[src/hdl/lpgw_pkg.sv]
`timescale 1ns / 1ps
// ----------------------------------------------------------------------------
// lpgw_pkg
// Shared types, command codes and the 5x7 font table of the pixel and glyph
// writer.
// ----------------------------------------------------------------------------
package lpgw_pkg;

  // input item and result item
  typedef struct packed {
    logic [1:0] action;
    logic [6:0] column;
    logic [5:0] row;
    logic [1:0] draw_op;
    logic [2:0] text_page;
    logic [7:0] char_code;
  } lpgw_in_t;

  typedef struct packed {
    logic [7:0] lcd_byte;
    logic       is_data;
    logic       last;
  } lpgw_out_t;

  // actions
  localparam logic [1:0] ACT_PIXEL    = 2'd0;
  localparam logic [1:0] ACT_TEXT_POS = 2'd1;
  localparam logic [1:0] ACT_CHAR     = 2'd2;
  localparam logic [1:0] ACT_NONE     = 2'd3;

  // pixel operations
  localparam logic [1:0] OP_CLEAR  = 2'd0;
  localparam logic [1:0] OP_SET    = 2'd1;
  localparam logic [1:0] OP_TOGGLE = 2'd2;
  localparam logic [1:0] OP_KEEP   = 2'd3;

  // controller command bytes
  localparam logic [7:0] CMD_PAGE    = 8'hB0;
  localparam logic [7:0] CMD_COL_HI  = 8'h10;
  localparam logic [7:0] NIBBLE_MASK = 8'h0F;

  // index of the final byte of each run
  localparam logic [2:0] PIX_LAST  = 3'd3;
  localparam logic [2:0] POS_LAST  = 3'd2;
  localparam logic [2:0] CHAR_LAST = 3'd5;

  // font geometry
  localparam logic [7:0] GLYPH_FIRST = 8'd32;
  localparam int         GLYPH_COUNT = 99;
  localparam logic [2:0] GLYPH_W     = 3'd5;

  // what the shared byte unit forms in one step
  typedef enum logic [2:0] {
    BK_PAGE   = 3'd0,
    BK_COL_HI = 3'd1,
    BK_COL_LO = 3'd2,
    BK_PIXEL  = 3'd3,
    BK_GLYPH  = 3'd4
  } lpgw_kind_t;

  typedef struct packed {
    lpgw_kind_t kind;
    logic [3:0] page;
    logic [6:0] column;
    logic [2:0] bit_sel;
    logic [1:0] draw_op;
    logic [6:0] glyph;
    logic       glyph_ok;
    logic [2:0] glyph_col;
  } lpgw_req_t;

  typedef struct packed {
    logic valid;
    logic is_data;
    logic last;
  } lpgw_emit_t;

  // one row per glyph, leftmost column in the top byte, bit 0 is the top pixel
  localparam logic [39:0] FONT_ROM [GLYPH_COUNT] = '{
    40'h0000000000, 40'h00004F0000, 40'h0007000700, 40'h147F147F14,
    40'h242A7F2A12, 40'h2313086462, 40'h3649552240, 40'h0005030000,
    40'h001C224100, 40'h0041221C00, 40'h14083E0814, 40'h08083E0808,
    40'h0050300000, 40'h0808080808, 40'h0060600000, 40'h2010080402,
    40'h3E5149453E, 40'h00427F4000, 40'h4261514946, 40'h2141454B31,
    40'h1814127F10, 40'h2745454539, 40'h3C4A494930, 40'h0171090503,
    40'h3649494936, 40'h064949291E, 40'h0036360000, 40'h0056360000,
    40'h0814224100, 40'h1414141414, 40'h0041221408, 40'h020151093E,
    40'h324979413E, 40'h7E1111117E, 40'h7F49494936, 40'h3E41414122,
    40'h7F4141221C, 40'h7F49494941, 40'h7F09090901, 40'h3E4149493A,
    40'h7F0808087F, 40'h00417F4100, 40'h2040413F01, 40'h7F08142241,
    40'h7F40404040, 40'h7F020C027F, 40'h7F0408107F, 40'h3E4141413E,
    40'h7F09090906, 40'h3E4151215E, 40'h7F09192946, 40'h4649494931,
    40'h01017F0101, 40'h3F4040403F, 40'h1F2040201F, 40'h3F4070403F,
    40'h6314081463, 40'h0708700807, 40'h6151494543, 40'h007F414100,
    40'h0204081020, 40'h0041417F00, 40'h0402010204, 40'h4040404040,
    40'h0001020400, 40'h2054545478, 40'h7F44444438, 40'h3844444420,
    40'h384444487F, 40'h3854545418, 40'h087E090102, 40'h0C5252523E,
    40'h7F08040478, 40'h00447D4000, 40'h2040443D00, 40'h7F10284400,
    40'h00417F4000, 40'h7C04180478, 40'h7C08040478, 40'h3844444438,
    40'h7C14141408, 40'h081414187C, 40'h7C08040408, 40'h4854545420,
    40'h043F444020, 40'h3C4040207C, 40'h1C2040201C, 40'h3C4020403C,
    40'h4428102844, 40'h0C5050503C, 40'h4464544C44, 40'h0008364100,
    40'h00007F0000, 40'h0041360800, 40'h0C041C1018, 40'h0000000000,
    40'h08082A1C08, 40'h081C2A0808, 40'h0705070000
  };

endpackage

[src/hdl/lpgw_seq.sv]
`timescale 1ns / 1ps
// ----------------------------------------------------------------------------
// lpgw_seq
// Command sequencer: clearing pass, text pointer and byte-by-byte stepping.
// ----------------------------------------------------------------------------
module lpgw_seq
  import lpgw_pkg::*;
#(
  parameter int COLUMNS = 128,
  parameter int PAGES   = 8,
  parameter int DEPTH   = 1024,
  parameter int AW      = 10
) (
  input  logic          clk,
  input  logic          rst_n,
  input  logic          in_valid,
  input  lpgw_in_t      in_item,
  output logic          ready,
  input  logic          emit_free,
  output lpgw_emit_t    emit,
  output lpgw_req_t     req,
  input  logic [7:0]    result,
  output logic          mem_we,
  output logic [AW-1:0] mem_waddr,
  output logic [7:0]    mem_wdata,
  output logic          mem_re,
  output logic [AW-1:0] mem_raddr
);

  typedef enum logic [2:0] {
    ST_CLEAR = 3'b001,
    ST_IDLE  = 3'b010,
    ST_EMIT  = 3'b100
  } lpgw_state_t;

  localparam logic [AW-1:0] LAST_ADDR = AW'(DEPTH - 1);
  localparam logic [8:0]    COL_K     = 9'(COLUMNS);
  localparam logic [4:0]    PAGE_K    = 5'(PAGES);

  lpgw_state_t   state_r, state_nxt;
  logic [2:0]    step_r, step_nxt;
  logic [AW-1:0] clr_r, clr_nxt;
  logic [AW-1:0] ptr_r, ptr_nxt;
  logic [1:0]    act_r, act_nxt;
  logic [6:0]    col_r, col_nxt;
  logic [3:0]    page_r, page_nxt;
  logic [2:0]    bit_r, bit_nxt;
  logic [1:0]    op_r, op_nxt;
  logic [6:0]    glyph_r, glyph_nxt;
  logic          gok_r, gok_nxt;
  logic [AW-1:0] pix_addr_r, pix_addr_nxt;

  logic [8:0]  col_w;
  logic [4:0]  page_w;
  logic [6:0]  col_red;
  logic [3:0]  page_red;
  logic [12:0] idx_w;
  logic [7:0]  glyph_off;
  logic        glyph_known;
  logic        is_last;
  logic        is_char;
  logic        is_pix_data;

  // reduce column and page by repeated subtraction, values stay narrow
  always_comb begin
    col_w = {2'b00, in_item.column};
    for (int i = 0; i < 8; i++) begin
      if (col_w >= COL_K) begin
        col_w = col_w - COL_K;
      end
    end
    page_w = (in_item.action == ACT_PIXEL) ? {2'b00, in_item.row[5:3]}
                                           : {2'b00, in_item.text_page};
    for (int i = 0; i < 8; i++) begin
      if (page_w >= PAGE_K) begin
        page_w = page_w - PAGE_K;
      end
    end
    col_red     = col_w[6:0];
    page_red    = page_w[3:0];
    idx_w       = 13'(page_red) * 13'(COLUMNS) + 13'(col_red);
    glyph_off   = in_item.char_code - GLYPH_FIRST;
    glyph_known = (in_item.char_code >= GLYPH_FIRST) &&
                  (glyph_off < 8'(GLYPH_COUNT));
  end

  assign is_char     = (act_r == ACT_CHAR);
  assign is_pix_data = (act_r == ACT_PIXEL) && (step_r == PIX_LAST);

  always_comb begin
    case (act_r)
      ACT_PIXEL:    is_last = (step_r == PIX_LAST);
      ACT_TEXT_POS: is_last = (step_r == POS_LAST);
      ACT_CHAR:     is_last = (step_r == CHAR_LAST);
      default:      is_last = 1'b1;
    endcase
  end

  // byte request for the current step
  always_comb begin
    req.page      = page_r;
    req.column    = col_r;
    req.bit_sel   = bit_r;
    req.draw_op   = op_r;
    req.glyph     = glyph_r;
    req.glyph_ok  = gok_r;
    req.glyph_col = step_r;
    if (is_char) begin
      req.kind = BK_GLYPH;
    end else begin
      case (step_r)
        3'd0:    req.kind = BK_PAGE;
        3'd1:    req.kind = BK_COL_HI;
        3'd2:    req.kind = BK_COL_LO;
        default: req.kind = BK_PIXEL;
      endcase
    end
  end

  assign ready        = (state_r == ST_IDLE);
  assign emit.valid   = (state_r == ST_EMIT);
  assign emit.is_data = is_char || is_pix_data;
  assign emit.last    = is_last;
  assign mem_raddr    = idx_w[AW-1:0];

  always_comb begin
    state_nxt    = state_r;
    step_nxt     = step_r;
    clr_nxt      = clr_r;
    ptr_nxt      = ptr_r;
    act_nxt      = act_r;
    col_nxt      = col_r;
    page_nxt     = page_r;
    bit_nxt      = bit_r;
    op_nxt       = op_r;
    glyph_nxt    = glyph_r;
    gok_nxt      = gok_r;
    pix_addr_nxt = pix_addr_r;
    mem_we       = 1'b0;
    mem_waddr    = ptr_r;
    mem_wdata    = result;
    mem_re       = 1'b0;
    case (state_r)
      ST_CLEAR: begin
        mem_we    = 1'b1;
        mem_waddr = clr_r;
        mem_wdata = '0;
        if (clr_r == LAST_ADDR) begin
          state_nxt = ST_IDLE;
        end else begin
          clr_nxt = clr_r + AW'(1);
        end
      end
      ST_IDLE: begin
        if (in_valid) begin
          act_nxt      = in_item.action;
          col_nxt      = col_red;
          page_nxt     = page_red;
          bit_nxt      = in_item.row[2:0];
          op_nxt       = in_item.draw_op;
          glyph_nxt    = glyph_off[6:0];
          gok_nxt      = glyph_known;
          pix_addr_nxt = idx_w[AW-1:0];
          step_nxt     = '0;
          case (in_item.action)
            ACT_PIXEL: begin
              // frame byte is read now, ready by the data step
              mem_re    = 1'b1;
              state_nxt = ST_EMIT;
            end
            ACT_TEXT_POS: begin
              ptr_nxt   = idx_w[AW-1:0];
              state_nxt = ST_EMIT;
            end
            ACT_CHAR: begin
              state_nxt = ST_EMIT;
            end
            default: begin
              state_nxt = ST_IDLE;
            end
          endcase
        end
      end
      ST_EMIT: begin
        if (emit_free) begin
          if (is_char || is_pix_data) begin
            mem_we    = 1'b1;
            mem_waddr = is_char ? ptr_r : pix_addr_r;
          end
          if (is_char) begin
            ptr_nxt = (ptr_r == LAST_ADDR) ? '0 : ptr_r + AW'(1);
          end
          if (is_last) begin
            state_nxt = ST_IDLE;
            step_nxt  = '0;
          end else begin
            step_nxt = step_r + 3'd1;
          end
        end
      end
      default: begin
        state_nxt = ST_IDLE;
      end
    endcase
  end

  always_ff @(posedge clk) begin
    if (!rst_n) begin
      state_r <= ST_CLEAR;
      step_r  <= '0;
      clr_r   <= '0;
      ptr_r   <= '0;
    end else begin
      state_r <= state_nxt;
      step_r  <= step_nxt;
      clr_r   <= clr_nxt;
      ptr_r   <= ptr_nxt;
    end
  end

  always_ff @(posedge clk) begin
    act_r      <= act_nxt;
    col_r      <= col_nxt;
    page_r     <= page_nxt;
    bit_r      <= bit_nxt;
    op_r       <= op_nxt;
    glyph_r    <= glyph_nxt;
    gok_r      <= gok_nxt;
    pix_addr_r <= pix_addr_nxt;
  end

endmodule

[config.mk]
export PLATFORM = sky130hd
export DESIGN_NAME = lpgw_seq
export DESIGN_NICKNAME = d
export VERILOG_FILES = /design/src/hdl/lpgw_pkg.sv /design/src/hdl/lpgw_seq.sv
export SDC_FILE = /design/constraint.sdc
export NUM_CORES = 1
export LEC_CHECK = 0
export ABC_AREA = 1
export BUFFER_PORTS_ARGS = -buffer_cell sky130_fd_sc_hd__buf_2
export CORE_ASPECT_RATIO = 0.9
export CORE_UTILIZATION = 31
export DETAILED_ROUTE_END_ITERATION = 10
export GPL_ROUTABILITY_DRIVEN = 0
export GPL_TIMING_DRIVEN = 0
export SYNTH_ARGS = -nofsm -noshare
export SYNTH_HDL_FRONTEND = slang
export SYNTH_SLANG_ARGS = --single-unit
[constraint.sdc]
create_clock -name clk -period 2.3 [get_ports clk]
set_clock_uncertainty 0.1 [all_clocks]
set_input_delay 0.23 -clock clk [delete_from_list [all_inputs] [get_ports clk]]
set_output_delay 0.23 -clock clk [all_outputs]
set_load 0.01 [all_outputs]
==> impl_metrics.json <==
{
  "path_clk_slew_ns": 0.10,
  "ys_seq_elements": 51,
  "min_period_ns": 2.14,
  "cap_violations": 0,
  "critPathKind": "reg2out",
  "max_freq_ghz": 0.467,
  "path_max_fanout": 5,
  "grt_overflow_total": 0,
  "wl_um": 7800,
  "syn_area_um2": 2920,
  "cts_tree": "yes",
  "port_buffers": 101,
  "first_iter_violations": 129,
  "clkPwrFrac_pct": 33.0,
  "rsz0062_at_grt": "false",
  "mostFrequentLayoutCell": "buf_2",
  "fin_nets": 563,
  "peakVddDrop_uv": 279,
  "crit_path_end_kind": "primary output",
  "dp_slack_ns": 0.211,
  "ys_warn_count": 0,
  "cts_buffer_depth": 2,
  "postSynthCellCount": 391,
  "internal-power_w": 0.00124,
  "dr.pass1.iters": 5,
  "worstPathRequired_ns": 1.97,
  "avgSynthCellArea_um2": 7.47,
  "pwr-share-comb_pct": 8.4,
  "antenna_left": 0,
  "io-pin-count": 104,
  "hold_viol": 0,
  "clkLatencyLatePin_ns": 0.32,
  "synth_nets": 439,
  "layout_common_cells": "buf_2 (105), nand2_1 (94), inv_1 (49)",
  "antenna_found_initial": 0,
  "power_leakage_nw": 1.79,
  "setup_ws_ns": 0.158,
  "grt_pass1_wl_um": 12100,
  "hold_ws_ns": 0.0165,
  "total_power_w": 0.00163,
  "area_growth_pct": 33.8,
  "placementRows": 33,
  "fp.dieH_um": 94.1,
  "status": "complete, no violations",
  "start_util_pct": 32.0,
  "cts-buffers-inserted": 5,
  "min_path_type": "in2reg",
  "grt_pass1_vias": 2627,
  "dpl.hpwl_um": 5990,
  "seq_area_frac_synth_pct": 43.5,
  "share_seq_of_total_power_pct": 58.6,
  "ctsHtreeMaxLevel": 2,
  "cp.arrival_ns": 1.81,
  "post_dp_cell_area_um2": 3600,
  "finalMaxSlewViolations": 0,
  "filler_cell_count": 906,
  "power_switching_w": 0.000389,
  "setup_viol": 0,
  "fp.coreArea_um2": 9130,
  "diodes": 0,
  "cts.sinks": 51,
  "grt_max_degree": 20,
  "synth_cell_type_count": 33,
  "async_flop_share_pct": 0,
  "drive_gt1_share_pct": 30.0,
  "p_sw_share_pct": 23.8,
  "clockRootBuffer": "clkbuf_8",
  "grt.total_usage_pct": 15.7,
  "dieArea_um2": 9810,
  "ys.flop_type": "dfxtp_1",
  "finalInstanceArea_um2": 3910,
  "drc": 0,
  "vias_per_cell": 4.64,
  "finalCritPeriodShare_pct": 93.1,
  "via_count": 2963,
  "synth_edf_count": 25,
  "start_kind": "flip-flop",
  "die_x_um": 104,
  "p_per_area_nw_per_um2": 418,
  "wl_per_cell_um": 12.2
}
[registers in the layout, summed over array words and instances (netlist names)]
name / cells
act_r: 2
bit_r: 3
clr_r: 10
col_r: 6
glyph_r: 7
gok_r: 1
op_r: 2
page_r: 3
pix_addr_r: 1
ptr_r: 10
state_r: 3
step_r: 3
[worst max-delay path, stage by stage, from the launching register on]
cell,delay (ns)
dfxtp_4,0.37
ha_4,0.16
ha_4,0.15
nand4_1,0.06
buf_4,0.15
buf_6,0.12
a21oi_1,0.05
o21ai_1,0.08
o221ai_1,0.17
buf_2,0.18
[cells in the mapped netlist, types with 2 or more instances]
library cell / count / area [um^2]
a21oi_1: 33 / 165
buf_2: 3 / 15.0
buf_4: 12 / 90.1
clkbuf_1: 3 / 11.3
dfxtp_1: 26 / 521
edfxtp_1: 25 / 751
ha_1: 8 / 100
inv_1: 50 / 188
nand2_1: 94 / 353
nand2_2: 3 / 18.8
nand3_1: 18 / 90.1
nand4_1: 5 / 31.3
nor2_1: 48 / 180
nor3_1: 6 / 30.0
o211ai_1: 4 / 30.0
o21a_1: 2 / 15.0
o21ai_0: 27 / 135
o21ai_1: 3 / 15.0
o221ai_1: 7 / 61.3
[path summary, 6_finish.rpt]
path	start	to	slack (ns)	cells after the start
max	step_r[0]	mem_waddr[9]	0.16	9
max reg2reg	ptr_r[1]	ptr_r[9]	0.44	10
min reg2reg	step_r[2]	step_r[2]	0.41	2
min	in_item[19]	col_r[0]	0.02	1
[cell families after synthesis]
| family | Yosys count | synth area share, % |
|---|---|---|
| AO/OA/AOI/OAI | 77 | 14.7 |
| XOR/XNOR | 2 | 0.600 |
| adder cells (fa/ha/maj) | 8 | 3.43 |
| buffers and inverters | 72 | 11.2 |
| flip-flops | 51 | 43.5 |
| multiplexers | 1 | 0.343 |
| other | 1 | 0.128 |
| AND/OR/NAND/NOR | 179 | 26.1 |
[stage by stage]
step	utilization, %	setup TNS, ns	instances
finish	42.8	0	638
global route	42.8	0	638
CTS	41.6	0	633
detailed placement	39.4	0	615
global placement	39.2	-12.49	614
floorplan	-	0	391
[power groups by stage]
stage               combinational [W]  sequential, W  clock (W)
finish                       0.000137       0.000957   0.000539
global route                 0.000154       0.000958   0.000586
CTS                          0.000138       0.000960   0.000553
detailed placement           0.000125       0.000981          0
global placement             0.000122       0.000981          0
floorplan                   0.0000626       0.000980          0
[per-layer routing]
| metal | share of wire [%] | vias up | track usage [%] |
|---|---|---|---|
| li1 | - | 1529 | - |
| met1 | 43 | 1341 | 18.4 |
| met2 | 51 | 85 | 28.5 |
| met3 | 4.8 | 8 | 3.47 |
| met4 | 1.1 | 0 | 5.00 |
| met5 | 0 | - | 0 |
[timing repair]
action / CTS / global route
hold buffers: 10 / 0
hold endpoints to repair: 10 / 0
gates cloned: 0 / 2
setup endpoints to repair: 10 / 10
setup buffers: 0 / 3
resized for setup: 5 / 36
pin swaps: 0 / 5
[final cells by class]
type                       count  area, um^2  share of cell area [%]
sequential                    51        1280                    32.7
buffer                        21         153                    3.91
multi-input combinational    268        1380                    35.3
clock inverter                 2        16.3                   0.416
clock buffer                   6        72.6                    1.86
tap                          122         153                    3.91
timing repair buffer         117         659                    16.9
inverter                      51         194                    4.96
Note: power is estimated with default switching activity, not from simulation.
